## src/rtl/sv39ptw_pkg.sv

```systemverilog
`timescale 1ns / 1ps

package sv39ptw_pkg;

  localparam int unsigned VA_W   = 39;
  localparam int unsigned PPN_W  = 44;
  localparam int unsigned PA_W   = 56;
  localparam int unsigned PTE_W  = 64;
  localparam int unsigned IDX_W  = 9;
  localparam int unsigned OFS_W  = 12;
  localparam int unsigned LVL_W  = 2;

  localparam int unsigned PTE_V  = 0;
  localparam int unsigned PTE_R  = 1;
  localparam int unsigned PTE_W_BIT = 2;
  localparam int unsigned PTE_X  = 3;
  localparam int unsigned PTE_PPN_LO = 10;

  localparam logic [LVL_W-1:0] LVL_TOP  = 2'd2;
  localparam logic [LVL_W-1:0] LVL_LEAF = 2'd0;

  localparam logic FUNC_TRANSLATE = 1'b0;
  localparam logic FUNC_PTE       = 1'b1;

  typedef enum logic [1:0] {
    KIND_READ  = 2'd0,
    KIND_DONE  = 2'd1,
    KIND_FAULT = 2'd2
  } kind_t;

  typedef enum logic [2:0] {
    FLT_NONE      = 3'd0,
    FLT_INVALID   = 3'd1,
    FLT_W_NO_R    = 3'd2,
    FLT_SUPERPAGE = 3'd3,
    FLT_NO_LEAF   = 3'd4
  } fault_t;

  typedef struct packed {
    logic              vld;
    kind_t             kind;
    logic [PA_W-1:0]   read_addr;
    logic [PA_W-1:0]   phys_addr;
    fault_t            fault_code;
  } result_t;

  function automatic logic [IDX_W-1:0] vpn_at(input logic [VA_W-1:0] va,
                                             input logic [LVL_W-1:0] lvl);
    logic [IDX_W-1:0] idx;
    idx = '0;
    unique case (lvl)
      2'd0:    idx = va[OFS_W +: IDX_W];
      2'd1:    idx = va[OFS_W+IDX_W +: IDX_W];
      2'd2:    idx = va[OFS_W+2*IDX_W +: IDX_W];
      default: idx = '0;
    endcase
    return idx;
  endfunction

endpackage

```

## src/rtl/sv39ptw_cfg.sv

```systemverilog
`timescale 1ns / 1ps

module sv39ptw_cfg (
  input  logic                           clk,
  input  logic                           rst_n,
  input  logic                           cfg_psel,
  input  logic                           cfg_penable,
  input  logic                           cfg_pwrite,
  input  logic [3:0]                     cfg_paddr,
  input  logic [63:0]                    cfg_pwdata,
  output logic [63:0]                    cfg_prdata,
  output logic                           cfg_pready,
  output logic [sv39ptw_pkg::PPN_W-1:0]  root_pn
);

  logic [sv39ptw_pkg::PPN_W-1:0] root_pn_r;
  logic [sv39ptw_pkg::PPN_W-1:0] root_pn_nxt;
  logic                          wr_root;

  assign cfg_pready = 1'b1;
  assign wr_root    = cfg_psel & cfg_penable & cfg_pwrite & cfg_pready & ~cfg_paddr[3];

  always_comb begin
    root_pn_nxt = root_pn_r;
    if (wr_root) begin
      root_pn_nxt = cfg_pwdata[sv39ptw_pkg::PPN_W-1:0];
    end
  end

  always_ff @(posedge clk) begin
    if (!rst_n) begin
      root_pn_r <= '0;
    end else begin
      root_pn_r <= root_pn_nxt;
    end
  end

  always_comb begin
    cfg_prdata = '0;
    if (!cfg_paddr[3]) begin
      cfg_prdata = {{(64-sv39ptw_pkg::PPN_W){1'b0}}, root_pn_r};
    end
  end

  assign root_pn = root_pn_r;

endmodule

```

## src/rtl/sv39ptw_walk.sv

```systemverilog
`timescale 1ns / 1ps

module sv39ptw_walk (
  input  logic                           clk,
  input  logic                           rst_n,
  input  logic                           step_en,
  input  logic                           func,
  input  logic [sv39ptw_pkg::VA_W-1:0]   virt_addr,
  input  logic [sv39ptw_pkg::PTE_W-1:0]  pte_word,
  input  logic [sv39ptw_pkg::PPN_W-1:0]  root_pn,
  output sv39ptw_pkg::result_t           res
);

  logic                          walk_busy_r,   walk_busy_nxt;
  logic [sv39ptw_pkg::LVL_W-1:0] walk_level_r,  walk_level_nxt;
  logic [sv39ptw_pkg::PPN_W-1:0] table_page_r,  table_page_nxt;
  logic [sv39ptw_pkg::VA_W-1:0]  saved_vaddr_r, saved_vaddr_nxt;

  logic [sv39ptw_pkg::PPN_W-1:0] pte_ppn;
  logic [sv39ptw_pkg::LVL_W-1:0] lvl_down;
  logic                          pte_v, pte_r, pte_w, pte_x, pte_leaf;

  assign pte_ppn  = pte_word[sv39ptw_pkg::PTE_PPN_LO +: sv39ptw_pkg::PPN_W];
  assign pte_v    = pte_word[sv39ptw_pkg::PTE_V];
  assign pte_r    = pte_word[sv39ptw_pkg::PTE_R];
  assign pte_w    = pte_word[sv39ptw_pkg::PTE_W_BIT];
  assign pte_x    = pte_word[sv39ptw_pkg::PTE_X];
  assign pte_leaf = pte_r | pte_w | pte_x;
  assign lvl_down = walk_level_r - 2'd1;

  always_comb begin
    walk_busy_nxt   = walk_busy_r;
    walk_level_nxt  = walk_level_r;
    table_page_nxt  = table_page_r;
    saved_vaddr_nxt = saved_vaddr_r;
    res             = '0;
    res.kind        = sv39ptw_pkg::KIND_READ;
    res.fault_code  = sv39ptw_pkg::FLT_NONE;
    if (step_en) begin
      if (func == sv39ptw_pkg::FUNC_TRANSLATE) begin
        if (!walk_busy_r) begin
          saved_vaddr_nxt = virt_addr;
          table_page_nxt  = root_pn;
          walk_level_nxt  = sv39ptw_pkg::LVL_TOP;
          walk_busy_nxt   = 1'b1;
          res.vld         = 1'b1;
          res.kind        = sv39ptw_pkg::KIND_READ;
          res.read_addr   = {root_pn, sv39ptw_pkg::vpn_at(virt_addr, sv39ptw_pkg::LVL_TOP),
                             3'b000};
        end
      end else if (walk_busy_r) begin
        res.vld = 1'b1;
        priority if (!pte_v) begin
          res.kind       = sv39ptw_pkg::KIND_FAULT;
          res.fault_code = sv39ptw_pkg::FLT_INVALID;
        end else if (!pte_r && pte_w) begin
          res.kind       = sv39ptw_pkg::KIND_FAULT;
          res.fault_code = sv39ptw_pkg::FLT_W_NO_R;
        end else if (pte_leaf && walk_level_r != sv39ptw_pkg::LVL_LEAF) begin
          res.kind       = sv39ptw_pkg::KIND_FAULT;
          res.fault_code = sv39ptw_pkg::FLT_SUPERPAGE;
        end else if (pte_leaf) begin
          res.kind      = sv39ptw_pkg::KIND_DONE;
          res.phys_addr = {pte_ppn, saved_vaddr_r[sv39ptw_pkg::OFS_W-1:0]};
        end else if (walk_level_r == sv39ptw_pkg::LVL_LEAF) begin
          res.kind       = sv39ptw_pkg::KIND_FAULT;
          res.fault_code = sv39ptw_pkg::FLT_NO_LEAF;
        end else begin
          res.kind       = sv39ptw_pkg::KIND_READ;
          res.read_addr  = {pte_ppn, sv39ptw_pkg::vpn_at(saved_vaddr_r, lvl_down), 3'b000};
          table_page_nxt = pte_ppn;
          walk_level_nxt = lvl_down;
        end
        if (res.kind != sv39ptw_pkg::KIND_READ) begin
          walk_busy_nxt  = 1'b0;
          walk_level_nxt = sv39ptw_pkg::LVL_TOP;
        end
      end
    end
  end

  always_ff @(posedge clk) begin
    if (!rst_n) begin
      walk_busy_r   <= 1'b0;
      walk_level_r  <= sv39ptw_pkg::LVL_TOP;
      table_page_r  <= '0;
      saved_vaddr_r <= '0;
    end else begin
      walk_busy_r   <= walk_busy_nxt;
      walk_level_r  <= walk_level_nxt;
      table_page_r  <= table_page_nxt;
      saved_vaddr_r <= saved_vaddr_nxt;
    end
  end

`ifndef ASSERT_OFF
  a_end_goes_idle: assert property (@(posedge clk) disable iff (!rst_n)
    (res.vld && res.kind != sv39ptw_pkg::KIND_READ) |=> !walk_busy_r)
    else $error("walk still busy after done or fault");

  a_read_keeps_busy: assert property (@(posedge clk) disable iff (!rst_n)
    (res.vld && res.kind == sv39ptw_pkg::KIND_READ) |=> walk_busy_r)
    else $error("walk idle after issuing a read request");

  a_idle_level_top: assert property (@(posedge clk) disable iff (!rst_n)
    !walk_busy_r |-> walk_level_r == sv39ptw_pkg::LVL_TOP)
    else $error("idle walker not at top level");

  a_fault_code_kind: assert property (@(posedge clk) disable iff (!rst_n)
    res.vld |-> ((res.kind == sv39ptw_pkg::KIND_FAULT) ==
                 (res.fault_code != sv39ptw_pkg::FLT_NONE)))
    else $error("fault code disagrees with result kind");
`endif

endmodule

```

## src/rtl/sv39_page_table_walker.sv

```systemverilog
`timescale 1ns / 1ps
// sv39 page table walker, 4 KiB pages only, three levels
// in_ channel: func 0 starts a translation of in_virt_addr, func 1 returns
//   the page table entry in in_pte_word for the last read request issued
// out_ channel: kind 0 asks for a 64-bit entry at out_read_addr, kind 1
//   gives the translated out_phys_addr, kind 2 gives out_fault_code
// a translation while a walk is running, or an entry while idle, is
//   dropped and gives no result
// cfg_ port: root page number at address 0, to be written only while the
//   walker idles; the block itself does not enforce this
// throughput: one request per cycle while out_ready is high, set by the
// input and result registers with one step of combinational checks between them
// receiver stall: the result register holds, the input register fills,
//   then in_ready drops until out_ready returns
// reset (synchronous rst_n low): walker idle, root page number zero,
//   both registers empty

module sv39_page_table_walker (
  input  logic                           clk,
  input  logic                           rst_n,
  input  logic                           in_valid,
  output logic                           in_ready,
  input  logic                           in_func,
  input  logic [sv39ptw_pkg::VA_W-1:0]   in_virt_addr,
  input  logic [sv39ptw_pkg::PTE_W-1:0]  in_pte_word,
  output logic                           out_valid,
  input  logic                           out_ready,
  output logic [1:0]                     out_kind,
  output logic [sv39ptw_pkg::PA_W-1:0]   out_read_addr,
  output logic [sv39ptw_pkg::PA_W-1:0]   out_phys_addr,
  output logic [2:0]                     out_fault_code,
  input  logic                           cfg_psel,
  input  logic                           cfg_penable,
  input  logic                           cfg_pwrite,
  input  logic [3:0]                     cfg_paddr,
  input  logic [63:0]                    cfg_pwdata,
  output logic [63:0]                    cfg_prdata,
  output logic                           cfg_pready
);

  logic                          in_vld_r,   in_vld_nxt;
  logic                          in_func_r;
  logic [sv39ptw_pkg::VA_W-1:0]  in_vaddr_r;
  logic [sv39ptw_pkg::PTE_W-1:0] in_pte_r;
  logic                          out_vld_r,  out_vld_nxt;
  sv39ptw_pkg::result_t          out_r;
  sv39ptw_pkg::result_t          res;
  logic [sv39ptw_pkg::PPN_W-1:0] root_pn;
  logic                          step_en;
  logic                          in_acc;

  sv39ptw_cfg u_cfg (
    .clk         (clk),
    .rst_n       (rst_n),
    .cfg_psel    (cfg_psel),
    .cfg_penable (cfg_penable),
    .cfg_pwrite  (cfg_pwrite),
    .cfg_paddr   (cfg_paddr),
    .cfg_pwdata  (cfg_pwdata),
    .cfg_prdata  (cfg_prdata),
    .cfg_pready  (cfg_pready),
    .root_pn     (root_pn)
  );

  sv39ptw_walk u_walk (
    .clk       (clk),
    .rst_n     (rst_n),
    .step_en   (step_en),
    .func      (in_func_r),
    .virt_addr (in_vaddr_r),
    .pte_word  (in_pte_r),
    .root_pn   (root_pn),
    .res       (res)
  );

  assign step_en  = in_vld_r & (~out_vld_r | out_ready);
  assign in_ready = ~in_vld_r | step_en;
  assign in_acc   = in_valid & in_ready;

  always_comb begin
    in_vld_nxt = in_vld_r;
    if (in_acc) begin
      in_vld_nxt = 1'b1;
    end else if (step_en) begin
      in_vld_nxt = 1'b0;
    end
  end

  always_comb begin
    out_vld_nxt = out_vld_r;
    if (step_en) begin
      out_vld_nxt = res.vld;
    end else if (out_ready) begin
      out_vld_nxt = 1'b0;
    end
  end

  always_ff @(posedge clk) begin
    if (!rst_n) begin
      in_vld_r  <= 1'b0;
      out_vld_r <= 1'b0;
    end else begin
      in_vld_r  <= in_vld_nxt;
      out_vld_r <= out_vld_nxt;
    end
  end

  always_ff @(posedge clk) begin
    if (in_acc) begin
      in_func_r  <= in_func;
      in_vaddr_r <= in_virt_addr;
      in_pte_r   <= in_pte_word;
    end
    if (step_en) begin
      out_r <= res;
    end
  end

  assign out_valid      = out_vld_r;
  assign out_kind       = out_r.kind;
  assign out_read_addr  = out_r.read_addr;
  assign out_phys_addr  = out_r.phys_addr;
  assign out_fault_code = out_r.fault_code;

endmodule
```

## config.mk

```make
export PLATFORM = sky130hd
export DESIGN_NAME = sv39_page_table_walker
export DESIGN_NICKNAME = d
export VERILOG_FILES = /design/src/rtl/sv39ptw_pkg.sv /design/src/rtl/sv39ptw_cfg.sv /design/src/rtl/sv39ptw_walk.sv /design/src/rtl/sv39_page_table_walker.sv
export SDC_FILE = /design/constraint.sdc
export NUM_CORES = 1
export LEC_CHECK = 0
export ABC_CLOCK_PERIOD_IN_PS = 8900
export BUFFER_PORTS_ARGS = -buffer_cell sky130_fd_sc_hd__buf_2
export CORE_UTILIZATION = 55
export DETAILED_ROUTE_END_ITERATION = 8
export MAX_ROUTING_LAYER = met4
export PLACE_DENSITY = 0.88
export RECOVER_POWER = 50
export REMOVE_ABC_BUFFERS = 1
export SLEW_MARGIN = 30
export SYNTH_ARGS = -nofsm -noshare
export SYNTH_HDL_FRONTEND = slang
export SYNTH_SLANG_ARGS = --single-unit
```

## constraint.sdc

```tcl
create_clock -name clk -period 8.9 [get_ports clk]
set_input_delay 0.445 -clock clk [delete_from_list [all_inputs] [get_ports clk]]
set_output_delay 0.445 -clock clk [all_outputs]
set_load 0.01 [all_outputs]
```

# After elaboration in Yosys (flattened, before gate mapping)
# Index checks and enable logic that the tools add are counted.
# W data, S select, Z words.
# totals
ff_bits	299
inputBits	179
word_cells	96
# classes
add_sub_neg	1
n_eq_ne	9
muxes	40
n_bitwise	16
n_reduce_logical	15
# ops
cell	n
$mux W112	3
$mux W56	3
$mux W118	1
$mux W59	2
$mux W44	1
$mux W2	17
$pmux W9 S3	1
$mux W3	5
$ne A3 B3 Y1 const B	5
$reduce_or A6 Y1	2
$reduce_and A8 Y1	1
$reduce_bool A2 Y1	4
$mux W1	7
$not A1 Y1	7
$reduce_and A3 Y1	2
$and A1 B1 Y1	5
$logic_not A2 Y1	2
$or A1 B1 Y1	4
$eq A2 B1 Y1 const B	1
$eq A2 B2 Y1 const B	1
$logic_and A1 B1 Y1	2
$ne A2 B1 Y1 const B	1
$ne A2 B2 Y1 const B	1
$reduce_and A2 Y1	1
2 further kinds	2

# Longest topological paths before layout
# depth
ltp_word	13
ltp_mapped	9

# By module
# A second synthesis with hierarchy kept.
# hier_totals
hier_cells	927
area_unflattened_um2	12215.5
# modules_own_cells
module	n_inst	cells_per_inst	area_each_um2
sv39_page_table_walker	1	231	6744.0
sv39ptw_walk	1	433	3210.6
sv39ptw_cfg	1	263	2260.9

# Worst setup path after synthesis
# Ideal clock, no wire load.
# synth_path
path_type	in2reg
startpoint	input out_ready
endpoint	register out_r, in the netlist out_fault_code[0], enable pin
arrival_time_ps	2926
required_ps	8433
setup_slack_ps	5507
stages	3
path_buffers	0
cell_sequence	nand2b_1 nand2_1 inv_1
# synth_via
elab_chain_len	2
# synth_rtl
element	line_no	source
start, declared	sv39_page_table_walker.sv:27	input logic out_ready,
$or A1 B1 Y1	sv39_page_table_walker.sv:76	assign step_en = in_vld_r & (~out_vld_r | out_ready);
$and A1 B1 Y1	sv39_page_table_walker.sv:76	
net step_en	sv39_page_table_walker.sv:49	logic step_en;
end signal, assigned	sv39_page_table_walker.sv:115	out_r <= res;
end, declared	sv39_page_table_walker.sv:46	sv39ptw_pkg::result_t out_r;
# The timed path passes the listed nets, and every way through them passes these cells.
# A chain may end at the register's enable or synchronous reset.

# Worst setup path after layout
# layout_path
startpoint	register out_vld_r, in the netlist out_valid
endpoint	register out_r, in the netlist out_read_addr[12], enable pin
# layout_via
elab_chain_len	3
# layout_rtl
element	line_no	source
start, declared	sv39_page_table_walker.sv:45	logic out_vld_r, out_vld_nxt;
start signal, assigned	sv39_page_table_walker.sv:104	out_vld_r <= out_vld_nxt;
$not A1 Y1	sv39_page_table_walker.sv:76	
$or A1 B1 Y1	sv39_page_table_walker.sv:76	
$and A1 B1 Y1	sv39_page_table_walker.sv:76	
net step_en	sv39_page_table_walker.sv:49	
# The timed path passes the listed nets, and every way through them passes these cells.

==> results_tabular.tex <==
\begin{tabular}{lr}
\hline
Metric & Value \\
\hline
\multicolumn{2}{l}{\textbf{STA}} \\
Final critical delay including setup and external delays & 3.93 ns \\
Min Hold Slack & 0.0797 ns \\
Transition time of the tightest slew-check pin & 3.75 ns \\
Maximum clock frequency & 255 MHz \\
Worst slew margin & -150\% \\
Largest clock skew in the final design & 0.0102 ns \\
Count of final hold-check violations & 0 \\
Total of endpoints with negative setup slack in the final report & 0 \\
Slew Limit Fails & 219 \\
Unrepaired setup endpoints after global routing & false \\
Period utilisation layout & 44.1\% \\
TNS Setup & 0 ns \\
\multicolumn{2}{l}{\textbf{Clock tree}} \\
TritonCTS clock tree & built \\
\# hold bufs at CTS & 0 \\
Maximum number of buffers from clock root to sink & 3 \\
Clock buffer count from CTS & 29 \\
Clock input transition at the sequential cells of the worst setup and hold paths & 0.06 ns \\
Root Buffer & sky130\_fd\_sc\_hd\_\_clkbuf\_16 \\
Clock sinks & 290 \\
Resize count post-CTS & 0 \\
Clock Latency Late Sink & between 0.5 and 0.6 ns \\
H-tree lvl count & 1 \\
Post-CTS setup buffers & 0 \\
\multicolumn{2}{l}{\textbf{Finish}} \\
Final \#Nets & 1,329 \\
Layout Cell Area excl Fill & 13,500 µm² \\
Number of fill cells in the layout & around 1.4k \\
Area delta synth->final & 20.5\% \\
Final non-filler cell total & around 1.4k \\
Share of post-route cells with drive strength above 1 & 24.3\% \\
\multicolumn{2}{l}{\textbf{GRT}} \\
Global-route wire length before repair & 39,800 µm \\
Via count of the first global-routing pass & around 7.3k \\
Initial antenna violation count & 3 \\
Pin count of the biggest net entering global routing & 92 \\
Overall routing resource usage & 25.1\% \\
Remaining global-route overflow & 0 \\
\multicolumn{2}{l}{\textbf{Placement}} \\
Placement-stage cell area & 12,800 µm² \\
Post-placement cell count & 1,375 \\
HPWL after DPL & roughly 17,000 µm \\
Port-buffer cells & 299 \\
RePlAce Congestion & roughly 0.83 \\
\multicolumn{2}{l}{\textbf{Worst setup path}} \\
Arrival time of the worst setup path & 4.10 ns \\
Launching element type of the critical path & flop \\
Required @ worst endpoint & 9.07 ns \\
Largest fanout on the critical path & 66 \\
Setup crit end kind & flop \\
Path type of the worst setup path & flop to flop \\
\multicolumn{2}{l}{\textbf{Route}} \\
Wire length on met3 & about 2100 µm \\
Number of antenna-violating nets in the routed design & 0 \\
Avg WL per Cell & 18.4 µm \\
DRC Markers & 0 \\
Highest signal layer in the routed design & met4 \\
Length of routed met2 wiring & 13,600 µm \\
Router iterations before antenna repair & 5 \\
Detailed-route vias per instance & 5.32 \\
Initial DRC Count & 548 \\
Routed metal-1 wire length & approximately 10,000 µm \\
DR vias & 7,612 \\
Final wirelength & 26,400 µm \\
\multicolumn{2}{l}{\textbf{Synthesis}} \\
Gate count after technology mapping & 857 \\
Library cell occupying the most area in the post-synthesis netlist & sky130\_fd\_sc\_hd\_\_edfxtp\_1 \\
Proportion of netlist area held by the largest area contributor & 54.0\% \\
Post-synthesis cell area & 11,200 µm² \\
Number of synthesized flops with an enable pin & between 200 and 250 \\
Most common cell in the netlist & sky130\_fd\_sc\_hd\_\_edfxtp\_1 \\
Average footprint of a synthesized cell & 13.1 µm² \\
Synth top area cells & sky130\_fd\_sc\_hd\_\_edfxtp\_1, sky130\_fd\_sc\_hd\_\_dfxtp\_1, sky130\_fd\_sc\_hd\_\_nand2\_1 \\
Fraction of registers with async set or reset after synthesis & 0\% \\
Number of distinct standard cells referenced by the synthesized netlist & 35 \\
Number of register bits inferred by synthesis & 290 \\
Ys flop type & sky130\_fd\_sc\_hd\_\_edfxtp\_1 \\
Most frequent cells after synthesis & sky130\_fd\_sc\_hd\_\_edfxtp\_1, sky130\_fd\_sc\_hd\_\_nand2\_1, sky130\_fd\_sc\_hd\_\_dfxtp\_1, sky130\_fd\_sc\_hd\_\_a21boi\_0, sky130\_fd\_sc\_hd\_\_and2\_1 \\
Proportion of synthesized chip area in sequential cells & between 60 and 70\% \\
Warnings, synthesis & 0 \\
\multicolumn{2}{l}{\textbf{Status}} \\
Violations in the final reports & capacitance limit, slew limit \\
Status & complete, but fails checks \\
\multicolumn{2}{l}{\textbf{Floorplan}} \\
Die W & 145 µm \\
IO Count & 363 \\
Num rows & between 50 and 60 \\
Standard cell core area & 19,700 µm² \\
Die area & 21,000 µm² \\
Floorplan die height & 145 µm \\
Effective utilization at floorplan & 57.0\% \\
\multicolumn{2}{l}{\textbf{Min path}} \\
Class of the most critical hold timing path & input port to flop \\
\multicolumn{2}{l}{\textbf{Pwr}} \\
Static Leak & around 5.1 nW \\
Peak supply drop & roughly 0.19 mV \\
Cell area power density & just over 200 nW/µm² \\
Power, Total & around 2.8 mW \\
\multicolumn{2}{l}{\textbf{Flow run}} \\
Count of max-cap constraint violations & 4 \\
\hline
\end{tabular}
where the power goes:
group | switching (mW) | internal, mW | leakage, nW
combinational | 0.100 | 0.0564 | 1.99
clock | 0.485 | 0.641 | 0.441
sequential | 0.0256 | 1.51 | 2.63
total | 0.611 | 2.20 | 5.06
metal layers:
metal  track usage [%]  vias to the layer above
met2              43.6                      399
met3              4.75                       46
met1              30.0                     3622
met4              6.76                        0
met5                 -                        -
li1                  -                     3545
cell families (layout without fill, tap and decap cells):
logic type / Yosys count / after routing / synth area share, %
simple gates: 316 / 316 / 13.7
other cells: 2 / 27 / 0.0668
compound gates: 154 / 154 / 11.4
fa+ha+maj: 9 / 9 / 1.00
buf+inv: 86 / 371 / 4.12
flops: 290 / 290 / 69.7
final cells by class:
| cell class | count | area [µm²] | area share, % |
|---|---|---|---|
| Antenna cell | 3 | 7.51 | 0.0554 |
| Clock buffer | 42 | 825 | 6.09 |
| Clock inverter | 12 | 62.6 | 0.462 |
| Inverter | 8 | 31.3 | 0.231 |
| Multi-Input combinational cell | 503 | 3040 | 22.5 |
| Sequential cell | 290 | 7830 | 57.8 |
| Tap cell | 265 | 332 | 2.45 |
| Timing Repair Buffer | 309 | 1410 | 10.4 |
state kept, by name, indices dropped and copies added (netlist names), 2 cells and up:
| name | count |
|---|---|
| in_vaddr_r | 39 |
| in_pte_r | 48 |
| u_walk.walk_level_r | 2 |
| out_read_addr | 53 |
| u_walk.saved_vaddr_r | 39 |
| out_fault_code | 3 |
| out_phys_addr | 56 |
| out_kind | 2 |
| u_cfg.root_pn | 44 |
cells in the final DEF, fill, tap and decap left out, drive strengths merged, types with 4 or more instances in the layout:
cell,instances
nor2b,47
clkinv,11
a21boi,85
nor3,4
and2,58
nand2,179
nand3,6
inv,8
a22o,44
ha,9
dfxtp,88
edfxtp,202
nor2,4
buf,187
clkbuf,164
conb,24
a222oi,9
o21ai,11
stage by stage:
step           utilization [%]  worst slack (ns)
6_report                  68.7              4.97
5_1_grt                   68.7              4.71
4_1_cts                   69.5              6.35
3_5_place_dp              65.0              6.24
3_3_place_gp              65.0              6.27
2_1_floorplan                -              5.43
critical path: stages (launching register included):
cell,delay (ns)
sky130_fd_sc_hd__dfxtp_1,0.35
sky130_fd_sc_hd__nand2b_1,0.16
sky130_fd_sc_hd__nand2_1,0.16
sky130_fd_sc_hd__clkinvlp_2,1.76
sky130_fd_sc_hd__buf_4,1.06
worst paths after layout:
check        slack, ns  cells past startpoint               startpoint                 endpoint
min               0.08                      1          in_pte_word[45]             in_pte_r[45]
min reg2reg       0.47                      2  u_walk.saved_vaddr_r[9]  u_walk.saved_vaddr_r[9]
max               4.97                      4                out_valid        out_read_addr[12]
max reg2reg       4.97                      4                out_valid        out_read_addr[12]
Power figures use the tool's default switching activity.
